==> src/rtl/blr_pkg.sv <==
// Shared types and constants of the line rasterizer.
// Depends on nothing; imported by the interfaces and by every module but blr_queue.
package blr_pkg;

   localparam int FIELD_W     = 16;  // coordinate and color field width on the channels
   localparam int CFG_W       = 12;  // width of each control register
   localparam int CSR_INDEX_W = 2;

   localparam logic [CFG_W-1:0] SCREEN_WIDTH_RESET  = 12'd640;
   localparam logic [CFG_W-1:0] SCREEN_HEIGHT_RESET = 12'd480;
   localparam logic [CFG_W-1:0] ROW_PITCH_RESET     = 12'd640;

   typedef enum logic {
      OP_START = 1'b0,
      OP_STEP  = 1'b1
   } opcode_type;

   typedef enum logic [CSR_INDEX_W-1:0] {
      CSR_SCREEN_WIDTH  = 2'd0,
      CSR_SCREEN_HEIGHT = 2'd1,
      CSR_ROW_PITCH     = 2'd2
   } csr_index_type;

   typedef struct packed {
      logic [CFG_W-1:0] screen_width;
      logic [CFG_W-1:0] screen_height;
      logic [CFG_W-1:0] row_pitch_words;
   } cfg_type;

endpackage

==> src/rtl/blr_req_if.sv <==
// Command channel of the line rasterizer: valid/ready plus the command fields.
// Depends on blr_pkg.
interface blr_req_if
   import blr_pkg::*;
   ();

   logic                      valid;
   logic                      ready;
   logic                      opcode;
   logic signed [FIELD_W-1:0] start_x;
   logic signed [FIELD_W-1:0] start_y;
   logic signed [FIELD_W-1:0] end_x;
   logic signed [FIELD_W-1:0] end_y;
   logic        [FIELD_W-1:0] line_color;

   modport source (
      output valid, opcode, start_x, start_y, end_x, end_y, line_color,
      input  ready
   );

   modport sink (
      input  valid, opcode, start_x, start_y, end_x, end_y, line_color,
      output ready
   );

endinterface

==> src/rtl/blr_rsp_if.sv <==
// Point channel of the line rasterizer: valid/ready plus one rasterized point.
// Depends on blr_pkg.
interface blr_rsp_if
   import blr_pkg::*;
   #(parameter int ADDR_BITS = 22)
   ();

   logic                      valid;
   logic                      ready;
   logic signed [FIELD_W-1:0] point_x;
   logic signed [FIELD_W-1:0] point_y;
   logic [ADDR_BITS-1:0]      pixel_address;
   logic [FIELD_W-1:0]        pixel_color;
   logic                      on_screen;
   logic                      last_point;

   modport source (
      output valid, point_x, point_y, pixel_address, pixel_color, on_screen, last_point,
      input  ready
   );

   modport sink (
      input  valid, point_x, point_y, pixel_address, pixel_color, on_screen, last_point,
      output ready
   );

endinterface

==> src/rtl/blr_queue.sv <==
// Two-entry command queue between the setup front and the stepping back end.
// Generic over the entry type; depends on nothing else.
module blr_queue #(
   parameter type entry_type = logic
) (
   input  logic      clock,
   input  logic      reset,
   input  logic      push,
   input  entry_type push_data,
   input  logic      pop,
   output entry_type head_data,
   output logic      full,
   output logic      empty
);

   localparam int DEPTH = 2;
   localparam int PTR_W = $clog2(DEPTH);

   entry_type        entry_ff [DEPTH];
   logic [PTR_W-1:0] head_ff, head_in;
   logic [PTR_W:0]   count_ff, count_in;
   logic [PTR_W-1:0] tail;

   assign tail      = head_ff + count_ff[PTR_W-1:0];
   assign full      = (count_ff == (PTR_W+1)'(DEPTH));
   assign empty     = (count_ff == '0);
   assign head_data = entry_ff[head_ff];

   always_comb begin
      head_in  = head_ff;
      count_in = count_ff;
      if (pop && !empty) begin
         head_in = head_ff + 1'b1;
      end
      if (push && !full && !(pop && !empty)) begin
         count_in = count_ff + 1'b1;
      end else if (!(push && !full) && pop && !empty) begin
         count_in = count_ff - 1'b1;
      end
   end

   always_ff @(posedge clock) begin
      if (reset) begin
         head_ff  <= '0;
         count_ff <= '0;
      end else begin
         head_ff  <= head_in;
         count_ff <= count_in;
      end
   end

   always_ff @(posedge clock) begin
      if (push && !full) begin
         entry_ff[tail] <= push_data;
      end
   end

endmodule

==> src/rtl/blr_front.sv <==
// Front end: takes command beats, classifies them and does the line setup
// (deltas, step directions, initial error). Depends on blr_pkg and blr_req_if.
module blr_front
   import blr_pkg::*;
   #(
   parameter int  COORD_BITS = 16,
   parameter type cmd_type   = logic
) (
   blr_req_if.sink req_bus,
   input  logic    queue_full,
   output logic    push,
   output cmd_type push_cmd
);

   localparam int CB = COORD_BITS;

   logic signed [CB-1:0] x0, y0, x1, y1;
   logic signed [CB:0]   diff_x, diff_y;
   logic        [CB:0]   dx, dy;

   // only the low COORD_BITS of each endpoint count, sign-extended
   assign x0 = req_bus.start_x[CB-1:0];
   assign y0 = req_bus.start_y[CB-1:0];
   assign x1 = req_bus.end_x[CB-1:0];
   assign y1 = req_bus.end_y[CB-1:0];

   assign diff_x = (CB+1)'(x1) - (CB+1)'(x0);
   assign diff_y = (CB+1)'(y1) - (CB+1)'(y0);
   assign dx     = diff_x[CB] ? ((CB+1)'(0) - diff_x) : diff_x;
   assign dy     = diff_y[CB] ? ((CB+1)'(0) - diff_y) : diff_y;

   assign req_bus.ready = !queue_full;
   assign push          = req_bus.valid && !queue_full;

   always_comb begin
      push_cmd.opcode = opcode_type'(req_bus.opcode);
      push_cmd.x0     = x0;
      push_cmd.y0     = y0;
      push_cmd.x1     = x1;
      push_cmd.y1     = y1;
      push_cmd.dx     = dx;
      push_cmd.dy     = dy;
      // step negative unless the end lies strictly ahead
      push_cmd.sxn    = diff_x[CB] || (diff_x == '0);
      push_cmd.syn    = diff_y[CB] || (diff_y == '0);
      push_cmd.err    = signed'((CB+2)'(dx)) - signed'((CB+2)'(dy));
      push_cmd.color  = req_bus.line_color;
   end

endmodule

==> src/rtl/blr_back.sv <==
// Back end: Bresenham stepper, clipping and framebuffer address pipeline,
// output register. Depends on blr_pkg and blr_rsp_if.
module blr_back
   import blr_pkg::*;
   #(
   parameter int  COORD_BITS = 16,
   parameter int  ADDR_BITS  = 22,
   parameter type cmd_type   = logic
) (
   input  logic        clock,
   input  logic        reset,
   input  cfg_type     cfg,
   input  logic        cmd_valid,
   input  cmd_type     cmd,
   output logic        cmd_pop,
   blr_rsp_if.source   rsp_bus
);

   localparam int CB     = COORD_BITS;
   localparam int CMP_W  = (CB > CFG_W) ? CB : CFG_W;
   localparam int PROD_W = 2 * CFG_W;
   localparam int SUM_W  = (ADDR_BITS > PROD_W + 1) ? ADDR_BITS : PROD_W + 1;

   logic adv;

   // ---------------- stepper state ----------------
   logic signed [CB-1:0] cur_x_ff, cur_x_in, cur_y_ff, cur_y_in;
   logic signed [CB-1:0] tgt_x_ff, tgt_x_in, tgt_y_ff, tgt_y_in;
   logic        [CB:0]   dx_ff, dx_in, dy_ff, dy_in;
   logic                 sxn_ff, sxn_in, syn_ff, syn_in;
   logic signed [CB+1:0] err_ff, err_in;
   logic [FIELD_W-1:0]   color_ff, color_in;
   logic                 active_ff, active_in;

   logic signed [CB+2:0] e2, dx_e, dy_e, err_step;
   logic                 move_x, move_y;
   logic signed [CB-1:0] x_step, y_step;
   logic                 produce, last;

   // stage 1: point, stage 2: clip and multiply, stage 3: output
   logic                 s1_valid_ff, s1_last_ff;
   logic signed [CB-1:0] s1_x_ff, s1_y_ff;
   logic [FIELD_W-1:0]   s1_color_ff;

   logic                 s2_valid_ff, s2_last_ff, s2_vis_ff;
   logic signed [FIELD_W-1:0] s2_x_ff, s2_y_ff;
   logic [FIELD_W-1:0]   s2_color_ff;
   logic [PROD_W-1:0]    s2_prod_ff;
   logic [CFG_W-1:0]     s2_x12_ff;

   logic                 s3_valid_ff, s3_last_ff, s3_vis_ff;
   logic signed [FIELD_W-1:0] s3_x_ff, s3_y_ff;
   logic [FIELD_W-1:0]   s3_color_ff;
   logic [ADDR_BITS-1:0] s3_addr_ff;

   logic [CMP_W-1:0]     ux, uy;
   logic                 vis;
   logic [SUM_W-1:0]     addr_sum;

   // whole back end stalls together on the output register
   assign adv     = !s3_valid_ff || rsp_bus.ready;
   assign cmd_pop = adv && cmd_valid;

   assign e2       = {err_ff, 1'b0};
   assign dx_e     = signed'((CB+3)'(dx_ff));
   assign dy_e     = signed'((CB+3)'(dy_ff));
   assign move_x   = e2 > -dy_e;
   assign move_y   = e2 < dx_e;
   assign err_step = (CB+3)'(err_ff) - (move_x ? dy_e : '0) + (move_y ? dx_e : '0);
   assign x_step   = move_x ? (sxn_ff ? cur_x_ff - CB'(1) : cur_x_ff + CB'(1)) : cur_x_ff;
   assign y_step   = move_y ? (syn_ff ? cur_y_ff - CB'(1) : cur_y_ff + CB'(1)) : cur_y_ff;

   always_comb begin
      cur_x_in  = cur_x_ff;
      cur_y_in  = cur_y_ff;
      tgt_x_in  = tgt_x_ff;
      tgt_y_in  = tgt_y_ff;
      dx_in     = dx_ff;
      dy_in     = dy_ff;
      sxn_in    = sxn_ff;
      syn_in    = syn_ff;
      err_in    = err_ff;
      color_in  = color_ff;
      produce   = 1'b0;
      priority if (cmd_pop && cmd.opcode == OP_START) begin
         cur_x_in = cmd.x0;
         cur_y_in = cmd.y0;
         tgt_x_in = cmd.x1;
         tgt_y_in = cmd.y1;
         dx_in    = cmd.dx;
         dy_in    = cmd.dy;
         sxn_in   = cmd.sxn;
         syn_in   = cmd.syn;
         err_in   = cmd.err;
         color_in = cmd.color;
         produce  = 1'b1;
      end else if (cmd_pop && active_ff) begin
         cur_x_in = x_step;
         cur_y_in = y_step;
         err_in   = err_step[CB+1:0];
         produce  = 1'b1;
      end else begin
         produce  = 1'b0;  // idle step or no beat: bubble
      end
      last      = (cur_x_in == tgt_x_in) && (cur_y_in == tgt_y_in);
      active_in = produce ? !last : active_ff;
   end

   always_ff @(posedge clock) begin
      if (reset) begin
         active_ff <= 1'b0;
      end else begin
         active_ff <= active_in;
      end
   end

   always_ff @(posedge clock) begin
      cur_x_ff <= cur_x_in;
      cur_y_ff <= cur_y_in;
      tgt_x_ff <= tgt_x_in;
      tgt_y_ff <= tgt_y_in;
      dx_ff    <= dx_in;
      dy_ff    <= dy_in;
      sxn_ff   <= sxn_in;
      syn_ff   <= syn_in;
      err_ff   <= err_in;
      color_ff <= color_in;
   end

   // clipping: a visible point has both coordinates non-negative and below the screen width and height
   assign ux  = CMP_W'(s1_x_ff[CB-1:0]);
   assign uy  = CMP_W'(s1_y_ff[CB-1:0]);
   assign vis = !s1_x_ff[CB-1] && (ux < CMP_W'(cfg.screen_width)) &&
                !s1_y_ff[CB-1] && (uy < CMP_W'(cfg.screen_height));

   assign addr_sum = SUM_W'(s2_prod_ff) + SUM_W'(s2_x12_ff);

   always_ff @(posedge clock) begin
      if (reset) begin
         s1_valid_ff <= 1'b0;
         s2_valid_ff <= 1'b0;
         s3_valid_ff <= 1'b0;
      end else if (adv) begin
         s1_valid_ff <= produce;
         s2_valid_ff <= s1_valid_ff;
         s3_valid_ff <= s2_valid_ff;
      end
   end

   always_ff @(posedge clock) begin
      if (adv) begin
         s1_x_ff     <= cur_x_in;
         s1_y_ff     <= cur_y_in;
         s1_last_ff  <= last;
         s1_color_ff <= color_in;

         s2_x_ff     <= FIELD_W'(s1_x_ff);
         s2_y_ff     <= FIELD_W'(s1_y_ff);
         s2_last_ff  <= s1_last_ff;
         s2_color_ff <= s1_color_ff;
         s2_vis_ff   <= vis;
         s2_prod_ff  <= uy[CFG_W-1:0] * cfg.row_pitch_words;
         s2_x12_ff   <= ux[CFG_W-1:0];

         s3_x_ff     <= s2_x_ff;
         s3_y_ff     <= s2_y_ff;
         s3_last_ff  <= s2_last_ff;
         s3_color_ff <= s2_color_ff;
         s3_vis_ff   <= s2_vis_ff;
         s3_addr_ff  <= s2_vis_ff ? addr_sum[ADDR_BITS-1:0] : '0;
      end
   end

   assign rsp_bus.valid         = s3_valid_ff;
   assign rsp_bus.point_x       = s3_x_ff;
   assign rsp_bus.point_y       = s3_y_ff;
   assign rsp_bus.pixel_address = s3_addr_ff;
   assign rsp_bus.pixel_color   = s3_color_ff;
   assign rsp_bus.on_screen     = s3_vis_ff;
   assign rsp_bus.last_point    = s3_last_ff;

endmodule

==> src/rtl/bresenham_line_rasterizer.sv <==
// Top level of the Bresenham line rasterizer: control registers, setup front,
// command queue and stepping back end. Depends on blr_pkg, the interfaces and all blr_ modules.
//
//   port        dir   kind         carries
//   req_bus     in    valid/ready  start or step command, endpoints, color
//   rsp_bus     out   valid/ready  point x/y, word address, color, on-screen, last
//   csr_*       in    write only   screen width, screen height, row pitch
//
// One beat per cycle sustained in both directions while rsp_bus is ready; the stepper's
// add, compare and select loop is combinational. A point passes through the queue,
// stepper, clip/multiply stage and output register. Reset is synchronous and
// returns the registers to 640x480, pitch 640, with no line active. A stall on rsp_bus
// freezes the back end; the two-entry queue keeps req_bus ready while it has room.
module bresenham_line_rasterizer
   import blr_pkg::*;
   #(
   parameter int COORD_BITS = 16,
   parameter int ADDR_BITS  = 22
) (
   input  logic                   clock,
   input  logic                   reset,
   blr_req_if.sink                req_bus,
   blr_rsp_if.source              rsp_bus,
   input  logic                   csr_write_enable,
   input  logic [CSR_INDEX_W-1:0] csr_index,
   input  logic [CFG_W-1:0]       csr_write_data
);

   typedef struct packed {
      opcode_type                opcode;
      logic signed [COORD_BITS-1:0] x0;
      logic signed [COORD_BITS-1:0] y0;
      logic signed [COORD_BITS-1:0] x1;
      logic signed [COORD_BITS-1:0] y1;
      logic        [COORD_BITS:0]   dx;
      logic        [COORD_BITS:0]   dy;
      logic                         sxn;
      logic                         syn;
      logic signed [COORD_BITS+1:0] err;
      logic        [FIELD_W-1:0]    color;
   } cmd_type;

   cfg_type cfg_ff, cfg_in;
   cmd_type push_cmd, head_cmd;
   logic    push, pop, queue_full, queue_empty;

   always_comb begin
      cfg_in = cfg_ff;
      if (csr_write_enable) begin
         unique case (csr_index_type'(csr_index))
            CSR_SCREEN_WIDTH:  cfg_in.screen_width    = csr_write_data;
            CSR_SCREEN_HEIGHT: cfg_in.screen_height   = csr_write_data;
            CSR_ROW_PITCH:     cfg_in.row_pitch_words = csr_write_data;
            default:           cfg_in = cfg_ff;  // unmapped index is dropped
         endcase
      end
   end

   always_ff @(posedge clock) begin
      if (reset) begin
         cfg_ff.screen_width    <= SCREEN_WIDTH_RESET;
         cfg_ff.screen_height   <= SCREEN_HEIGHT_RESET;
         cfg_ff.row_pitch_words <= ROW_PITCH_RESET;
      end else begin
         cfg_ff <= cfg_in;
      end
   end

   blr_front #(
      .COORD_BITS (COORD_BITS),
      .cmd_type   (cmd_type)
   ) u_front (
      .req_bus    (req_bus),
      .queue_full (queue_full),
      .push       (push),
      .push_cmd   (push_cmd)
   );

   blr_queue #(
      .entry_type (cmd_type)
   ) u_queue (
      .clock     (clock),
      .reset     (reset),
      .push      (push),
      .push_data (push_cmd),
      .pop       (pop),
      .head_data (head_cmd),
      .full      (queue_full),
      .empty     (queue_empty)
   );

   blr_back #(
      .COORD_BITS (COORD_BITS),
      .ADDR_BITS  (ADDR_BITS),
      .cmd_type   (cmd_type)
   ) u_back (
      .clock     (clock),
      .reset     (reset),
      .cfg       (cfg_ff),
      .cmd_valid (!queue_empty),
      .cmd       (head_cmd),
      .cmd_pop   (pop),
      .rsp_bus   (rsp_bus)
   );

endmodule
==> src/flat_wrapper.sv <==
// flat-port wrapper written by rule: the top's interface ports become plain ports
module bresenham_line_rasterizer_flat import blr_pkg::*;
#(
   parameter int COORD_BITS = 16,
   parameter int ADDR_BITS  = 22
)
  (clock, reset, csr_write_enable, csr_index, csr_write_data, req_bus_valid, req_bus_opcode, req_bus_start_x, req_bus_start_y, req_bus_end_x, req_bus_end_y, req_bus_line_color, req_bus_ready, rsp_bus_valid, rsp_bus_point_x, rsp_bus_point_y, rsp_bus_pixel_address, rsp_bus_pixel_color, rsp_bus_on_screen, rsp_bus_last_point, rsp_bus_ready);
  blr_req_if req_bus_i ();
  blr_rsp_if #(.ADDR_BITS(ADDR_BITS)) rsp_bus_i ();
  input  logic clock;
  input  logic reset;
  input  logic csr_write_enable;
  input  logic [CSR_INDEX_W-1:0] csr_index;
  input  logic [CFG_W-1:0] csr_write_data;
  input wire logic [$bits(req_bus_i.valid)-1:0] req_bus_valid;
  input wire logic [$bits(req_bus_i.opcode)-1:0] req_bus_opcode;
  input wire logic [$bits(req_bus_i.start_x)-1:0] req_bus_start_x;
  input wire logic [$bits(req_bus_i.start_y)-1:0] req_bus_start_y;
  input wire logic [$bits(req_bus_i.end_x)-1:0] req_bus_end_x;
  input wire logic [$bits(req_bus_i.end_y)-1:0] req_bus_end_y;
  input wire logic [$bits(req_bus_i.line_color)-1:0] req_bus_line_color;
  output wire logic [$bits(req_bus_i.ready)-1:0] req_bus_ready;
  output wire logic [$bits(rsp_bus_i.valid)-1:0] rsp_bus_valid;
  output wire logic [$bits(rsp_bus_i.point_x)-1:0] rsp_bus_point_x;
  output wire logic [$bits(rsp_bus_i.point_y)-1:0] rsp_bus_point_y;
  output wire logic [$bits(rsp_bus_i.pixel_address)-1:0] rsp_bus_pixel_address;
  output wire logic [$bits(rsp_bus_i.pixel_color)-1:0] rsp_bus_pixel_color;
  output wire logic [$bits(rsp_bus_i.on_screen)-1:0] rsp_bus_on_screen;
  output wire logic [$bits(rsp_bus_i.last_point)-1:0] rsp_bus_last_point;
  input wire logic [$bits(rsp_bus_i.ready)-1:0] rsp_bus_ready;
  assign req_bus_i.valid = req_bus_valid;
  assign req_bus_i.opcode = req_bus_opcode;
  assign req_bus_i.start_x = req_bus_start_x;
  assign req_bus_i.start_y = req_bus_start_y;
  assign req_bus_i.end_x = req_bus_end_x;
  assign req_bus_i.end_y = req_bus_end_y;
  assign req_bus_i.line_color = req_bus_line_color;
  assign req_bus_ready = req_bus_i.ready;
  assign rsp_bus_valid = rsp_bus_i.valid;
  assign rsp_bus_point_x = rsp_bus_i.point_x;
  assign rsp_bus_point_y = rsp_bus_i.point_y;
  assign rsp_bus_pixel_address = rsp_bus_i.pixel_address;
  assign rsp_bus_pixel_color = rsp_bus_i.pixel_color;
  assign rsp_bus_on_screen = rsp_bus_i.on_screen;
  assign rsp_bus_last_point = rsp_bus_i.last_point;
  assign rsp_bus_i.ready = rsp_bus_ready;
  bresenham_line_rasterizer #(.COORD_BITS(COORD_BITS), .ADDR_BITS(ADDR_BITS)) u_core (.clock(clock), .reset(reset), .req_bus(req_bus_i), .rsp_bus(rsp_bus_i), .csr_write_enable(csr_write_enable), .csr_index(csr_index), .csr_write_data(csr_write_data));
endmodule
==> config.mk <==
export PLATFORM = sky130hd
export DESIGN_NAME = bresenham_line_rasterizer_flat
export DESIGN_NICKNAME = d
export VERILOG_FILES = /design/src/rtl/blr_pkg.sv /design/src/rtl/blr_req_if.sv /design/src/rtl/blr_rsp_if.sv /design/src/rtl/blr_queue.sv /design/src/rtl/blr_front.sv /design/src/rtl/blr_back.sv /design/src/rtl/bresenham_line_rasterizer.sv /design/src/flat_wrapper.sv
export SDC_FILE = /design/constraint.sdc
export NUM_CORES = 1
export LEC_CHECK = 0
export BUFFER_PORTS_ARGS = -buffer_cell sky130_fd_sc_hd__buf_2
export CAP_MARGIN = 0
export CORE_MARGIN = 3
export CORE_UTILIZATION = 55
export CTS_CLUSTER_SIZE = 16
export DETAILED_ROUTE_END_ITERATION = 6
export PLACE_DENSITY = 0.86
export SLEW_MARGIN = 20
export SYNTH_ARGS = -nofsm -noshare
export SYNTH_HDL_FRONTEND = slang
export SYNTH_SLANG_ARGS = --single-unit
==> constraint.sdc <==
create_clock -name clock -period 8.1 [get_ports clock]
set_clock_uncertainty 0.2 [all_clocks]
set_input_delay 1.62 -clock clock [delete_from_list [all_inputs] [get_ports clock]]
set_output_delay 1.62 -clock clock [all_outputs]
set_load 0.01 [all_outputs]
==> results of run 1 <==
[flip-flops by register name, indices dropped and copies added (netlist names), 17 cells and up, named ones only]
register / cells
u_core.u_back.err_ff: 18
u_core.u_back.dx_ff: 17
u_core.u_back.rsp_bus.pixel_address: 22
u_core.cfg_ff: 36
u_core.u_queue.entry_ff: 270
u_core.u_back.dy_ff: 17
u_core.u_back.s2_prod_ff: 22
[power groups by stage]
stage / clock network (mW) / logic [mW] / registers [mW]
3_3_place_gp: 0 / 5.67 / 5.25
3_5_place_dp: 0 / 5.85 / 5.28
4_1_cts: 3.15 / 5.92 / 5.22
2_1_floorplan: 0 / 4.48 / 5.05
5_1_grt: 3.28 / 6.69 / 5.31
6_report: 3.10 / 5.96 / 5.23
[how the worst max path moves through the flow]
| stage | from | depth (start not counted) | slack [ns] | to |
|---|---|---|---|---|
| 6_report | req_bus_end_x[0] | 29 | 0.74 | u_core.u_queue.entry_ff[0][32] |
| 5_1_grt | req_bus_end_x[0] | 29 | 0.14 | u_core.u_queue.entry_ff[0][32] |
| 4_1_cts | req_bus_end_x[0] | 29 | 0.81 | u_core.u_queue.entry_ff[1][32] |
| 3_5_place_dp | req_bus_end_x[0] | 29 | 0.25 | u_core.u_queue.entry_ff[0][30] |
| 3_3_place_gp | req_bus_end_x[0] | 29 | 0.55 | u_core.u_queue.entry_ff[0][32] |
| 2_1_floorplan | rsp_bus_ready | 8 | 1.16 | u_core.u_back.s1_x_ff[11] |
[cell type report]
cell class                      count  area (µm²)  area share [%]
Clock buffer                       88        1880            4.80
Clock inverter                     39         349           0.891
Inverter                          315        1190            3.04
Multi-Input combinational cell   1999       15700            40.0
Sequential cell                   641       18000            46.0
Tap cell                          846        1060            2.70
Timing Repair Buffer              188        1010            2.57
[through the flow]
stage	area [µm²]	power (mW)	util (%)	hold slack (ns)	instances
floorplan	35200	9.53	-	0.200	3046
global placement	37000	10.9	58.5	0.201	3989
detailed placement	37000	11.1	58.5	0.205	3989
CTS	39200	14.3	62.0	0.210	4116
global route	39200	15.3	62.0	0.217	4116
finish	39200	14.3	62.0	0.207	4116
[kinds of logic after synthesis]
kind of cell / Yosys count / share of synthesized area [%]
buf+inv: 406 / 4.41
simple gates: 767 / 10.4
xor+xnor: 238 / 5.91
flops: 641 / 51.1
mux: 153 / 4.57
compound gates: 500 / 8.93
fa+ha+maj: 341 / 14.7
[per-layer routing]
layer	part of all wire (%)	global-route usage [%]	routed length [µm]	up-vias
li1	-	-	-	11000
met1	42	33.5	34400	11400
met2	47	39.8	38200	950
met3	8.3	4.26	6810	139
met4	2.9	8.21	2360	4
met5	0.042	0	34	-
[critical path: cells and delay by family]
kind / cells / cell delay [ns]
AND/OR/NAND/NOR: 6 / 0.79
AO/OA/AOI/OAI: 14 / 3.43
buffers and inverters: 4 / 0.46
XOR/XNOR: 2 / 0.29
adder cells (fa/ha/maj): 3 / 0.91
[cell usage after synthesis, types with 13 or more instances]
| master | number | area (µm²) |
|---|---|---|
| edfxtp_1 | 517 | 15500 |
| nand2_1 | 315 | 1180 |
| inv_1 | 312 | 1170 |
| ha_1 | 219 | 2740 |
| a21oi_1 | 155 | 776 |
| nor2_1 | 142 | 533 |
| xnor2_1 | 141 | 1230 |
| dfxtp_1 | 124 | 2480 |
| o21ai_0 | 124 | 621 |
| fa_1 | 122 | 2440 |
| mux2i_1 | 103 | 1030 |
| xor2_1 | 97 | 850 |
| clkbuf_1 | 65 | 244 |
| and2_1 | 47 | 294 |
| mux2_2 | 47 | 529 |
| nor3_1 | 46 | 230 |
| nor2b_1 | 41 | 257 |
| a21o_1 | 36 | 270 |
| a211oi_1 | 34 | 255 |
| nand3_1 | 31 | 155 |
| and3_1 | 30 | 188 |
| a31oi_1 | 21 | 131 |
| nand2b_1 | 20 | 125 |
| o21a_1 | 18 | 135 |
| nand4_1 | 17 | 106 |
| nor4_1 | 17 | 106 |
| or3_1 | 16 | 100 |
| buf_1 | 14 | 52.6 |
| o21bai_1 | 13 | 97.6 |
==> flow_summary.ini, run 1 <==
[finish]
area_growth_pct = 11.2
final_common_cell = edfxtp_1
fill_cells = 4736
nets = 3656
n_antenna_cell = 0
drive_above_1_share_pct = 11.0
layout_common_cells = edfxtp_1 (517), nand2_1 (315), inv_1 (312)

[grt]
antenna_found_initial = 2
track_usage_pct = 24.5
overflow = 0
grt_pass1_vias = 23200
grt_pass1_wl_mm = 128
grt_max_degree = 136

[power_and_ir_drop]
power.internal_mw = 8.98
vdd_drop_max_uv = 213
seqPwrFrac_pct = 36.6
p_comb_share_pct = 41.7
switchingPower_mw = 5.32
leakagePower_nw = 16.1
power_density_nw_per_um2 = 365
switching_share_pct = 37.2
power_frac_clock_pct = 21.7

[timing]
post-route-period-util_pct = 90.8
setup_ws_ns = 0.744
hold_violations = 0
fmax_mhz = 136
worst_pin_slew_ns = 1.08
setup-tns-final_ns = 0
rsz0062_at_grt = false
setup_violations = 0
finalCriticalPeriod_ns = 7.36
slew_headroom_pct = 27.9
maxSlewViolCount = 0

[clock_tree]
insertion_delay_ns = 0.63
cts_tree = built
htree_levels = 3
clk_pin_slew_ns = 0.06
ctsHoldBuffers = 0
numCtsBuffers = 70
cts_resized = 0
cts_setup_buffers = 0
cts-root-buf = clkbuf_16
clock_sinks = 641
clockBufferDepth = 3

[floorplanning]
core_um2 = 63200
start_util_pct = 55.8
fp.dieW_um = 259
die_y_um = 259
std_cell_rows = 92
dieArea_um2 = 67200
ios = 174

[logic_synthesis]
ys_seq_area_share_pct = 51.1
netlist_instances = 3046
ys.flop_type = edfxtp_1
syn_nets = 3487
synth_edf_count = 517
synth_async_sr_flop_share_pct = 0
synth_area_um2 = 35200
synth_warnings = 0
syn_avg_cell_area_um2 = 11.6
synth_cell_type_count = 87
ys_seq_elements = 641

[placed_design]
place_hpwl_mm = 59.7
gp_congestion = 0.943
io_buffers = 173
pre_cts_slack_ns = 0.248

[worst_setup_path]
cp.arrival_ns = 7.50
crit_fanout = 15
critPathSlowestCell = a311oi_1
reg2reg_to = u_core.u_back.err_ff[17]
ff2ff_setup_slack_ns = 1.02
crit_path_max_incr_delay_ns = 0.47
required_ns = 8.25
r2r.worst_path.cells = 24
cp-start-kind = primary input
r2r-start = u_core.u_back.dy_ff[8]
cp-end-kind = flip-flop
crit_type = in -> reg

[detailed_routing]
drtIter0Drc = 2011
wl_per_cell_um = 19.9
num_vias = 23500
drc = 0
via_per_inst = 5.72
drtPass1Iterations = 6
ant_nets = 0
wirelength_mm = 81.7

[min_path]
whs_path_depth = 0
hp-start = u_core.u_back.s2_y_ff[5]
whs_endpoint = u_core.u_back.rsp_bus.point_y[5]
hp-class = reg -> reg

[run_status]
status = complete, no violations

[run]
drv_cap = 0
Power figures use the tool's default switching activity.
==> run 2, diff against run 1 <==
--- a/config.mk
+++ b/config.mk
@@ -8,11 +8,11 @@
 export BUFFER_PORTS_ARGS = -buffer_cell sky130_fd_sc_hd__buf_2
 export CAP_MARGIN = 0
 export CORE_MARGIN = 3
-export CORE_UTILIZATION = 55
+export CORE_UTILIZATION = 45
 export CTS_CLUSTER_SIZE = 16
 export DETAILED_ROUTE_END_ITERATION = 6
-export PLACE_DENSITY = 0.86
-export SLEW_MARGIN = 20
+export PLACE_DENSITY = 0.74
+export REMOVE_ABC_BUFFERS = 1
 export SYNTH_ARGS = -nofsm -noshare
 export SYNTH_HDL_FRONTEND = slang
 export SYNTH_SLANG_ARGS = --single-unit
==> run 2 against run 1 <==
Compared with the run above: worst setup slack better by 0.25 ns; first-iteration DRC count shrank 17%; die area up 22%; count of clock-buffer cells in the layout unchanged; critical endpoint unchanged; largest power group unchanged.
==> flow_summary.ini, run 2 (synthesis results as in run 1) <==
[run_status]
status = complete, no violations

[clock_tree]
clock_sinks = 641
cts-root-buf = clkbuf_16
cts_resized = 0
htree_levels = 3
cts_setup_buffers = 0
cts_tree = built
clockBufferDepth = 3
clk_pin_slew_ns = 0.06
insertion_delay_ns = 0.63
numCtsBuffers = 72
ctsHoldBuffers = 0

[finish]
top_register = u_core.u_queue.entry_ff
area_growth_pct = 12.8
final_util_pct = 51.8
layout_common_cells = edfxtp_1 (517), nand2_1 (315), inv_1 (312)
final_cell_count_no_fill = 4309
final_common_cell = edfxtp_1
nets = 3659
largest_reg_flops = 270
reg.largest.list = u_core.u_queue.entry_ff x270, u_core.cfg_ff x36
fill_cells = 6649
final_area_um2 = 39800
drive_above_1_share_pct = 11.6

[detailed_routing]
wl_per_cell_um = 19.1
num_vias = 23100
ant_nets = 0
wirelength_mm = 82.4
drtIter0Drc = 1663
drc = 0
drtPass1Iterations = 5
via_per_inst = 5.36

[floorplanning]
die_y_um = 286
dieArea_um2 = 81700
start_util_pct = 45.9
ios = 174
core_um2 = 76700
std_cell_rows = 101
fp.dieW_um = 286

[timing]
hold_violations = 0
whs_ns = 0.199
post-route-period-util_pct = 87.8
worst_pin_slew_ns = 1.01
setup_violations = 0
rsz0062_at_grt = false
fmax_mhz = 141
finalCriticalPeriod_ns = 7.11
slew_headroom_pct = 32.7
maxSlewViolCount = 0

[worst_setup_path]
required_ns = 8.27
crit_type = in -> reg
cp-end-kind = flip-flop
crit_fanout = 5
ff2ff_setup_slack_ns = 1.14
cp-start-kind = primary input
cp.arrival_ns = 7.28

[run]
drv_cap = 0

[min_path]
hp-class = reg -> reg

[power_and_ir_drop]
seqPwrFrac_pct = 36.0
leakagePower_nw = 16.3
p_comb_share_pct = 40.1
power.internal_mw = 9.24
power_frac_clock_pct = 23.9
total_power_mw = 14.6
switching_share_pct = 36.6
vdd_drop_max_uv = 214
power_density_nw_per_um2 = 366
switchingPower_mw = 5.33

[placed_design]
io_buffers = 173
gp_congestion = 0.915
place_hpwl_mm = 60.8
dpl.cell_count = 4174
place_area_um2 = 37200

[grt]
grt_pass1_wl_mm = 128
grt_pass1_vias = 22700
overflow = 0
grt_max_degree = 136
antenna_found_initial = 1
track_usage_pct = 20.2
==> run 2: layout make-up <==
type / instances / area (µm²) / share of cell area [%]
clock buffers: 88 / 1890 / 4.76
flip-flops and latches: 641 / 18000 / 45.3
diodes: 1 / 2.50 / 0.00629
clock inverters: 46 / 671 / 1.69
multi-input cells: 1999 / 15700 / 39.5
well taps: 1030 / 1290 / 3.24
repair buffers: 189 / 1010 / 2.54
inverters: 315 / 1190 / 3.00
==> run 2: power groups by stage <==
stage | combinational (mW) | sequential (mW) | clock (mW)
after global routing | 6.63 | 5.33 | 3.70
after floorplan | 4.39 | 5.14 | 0
after CTS | 5.83 | 5.24 | 3.55
after detailed placement | 5.74 | 5.30 | 0
final | 5.85 | 5.24 | 3.48
after global placement | 5.59 | 5.28 | 0
==> run 2: worst max-delay path, cell delays in order <==
cell	delay [ns]
buf_2	0.11
inv_1	0.05
ha_1	0.15
inv_1	0.05
fa_1	0.41
a21o_1	0.19
a21oi_1	0.22
nor2b_1	0.14
o22ai_1	0.27
nor3_1	0.13
o31ai_1	0.30
nand2_1	0.13
a2111oi_0	0.44
a21oi_1	0.19
mux2_2	0.31
inv_1	0.07
fa_1	0.46
nor2b_1	0.13
o21ai_0	0.11
a21boi_0	0.26
o21ai_0	0.15
a21boi_0	0.26
o21ai_0	0.11
nand2b_1	0.14
a311oi_1	0.16
o41ai_1	0.41
a21oi_1	0.14
xnor2_1	0.15
==> run 2: metal layers <==
metal	up-vias	part of all wire, %	track usage (%)
li1	11100	-	-
met1	11200	43	27.1
met2	708	47	33.6
met3	120	7.0	3.23
met4	0	2.9	6.54
met5	-	0	0
==> run 2: worst paths after layout <==
kind / startpoint / to / cells past startpoint
max reg2reg: u_core.u_back.dy_ff[10] / u_core.u_back.err_ff[17] / 24
max: req_bus_end_x[0] / u_core.u_queue.entry_ff[0][32] / 28
min: u_core.u_back.s2_y_ff[0] / u_core.u_back.rsp_bus.point_y[0] / 0
min reg2reg: u_core.u_back.s2_y_ff[0] / u_core.u_back.rsp_bus.point_y[0] / 0
==> run 2: stage by stage <==
step / TNS (ns) / worst slack (ns)
floorplan: -59.56 / -0.861
global placement: 0 / 0.460
detailed placement: 0 / 0.456
CTS: 0 / 1.08
global route: 0 / 0.627
finish: 0 / 0.992
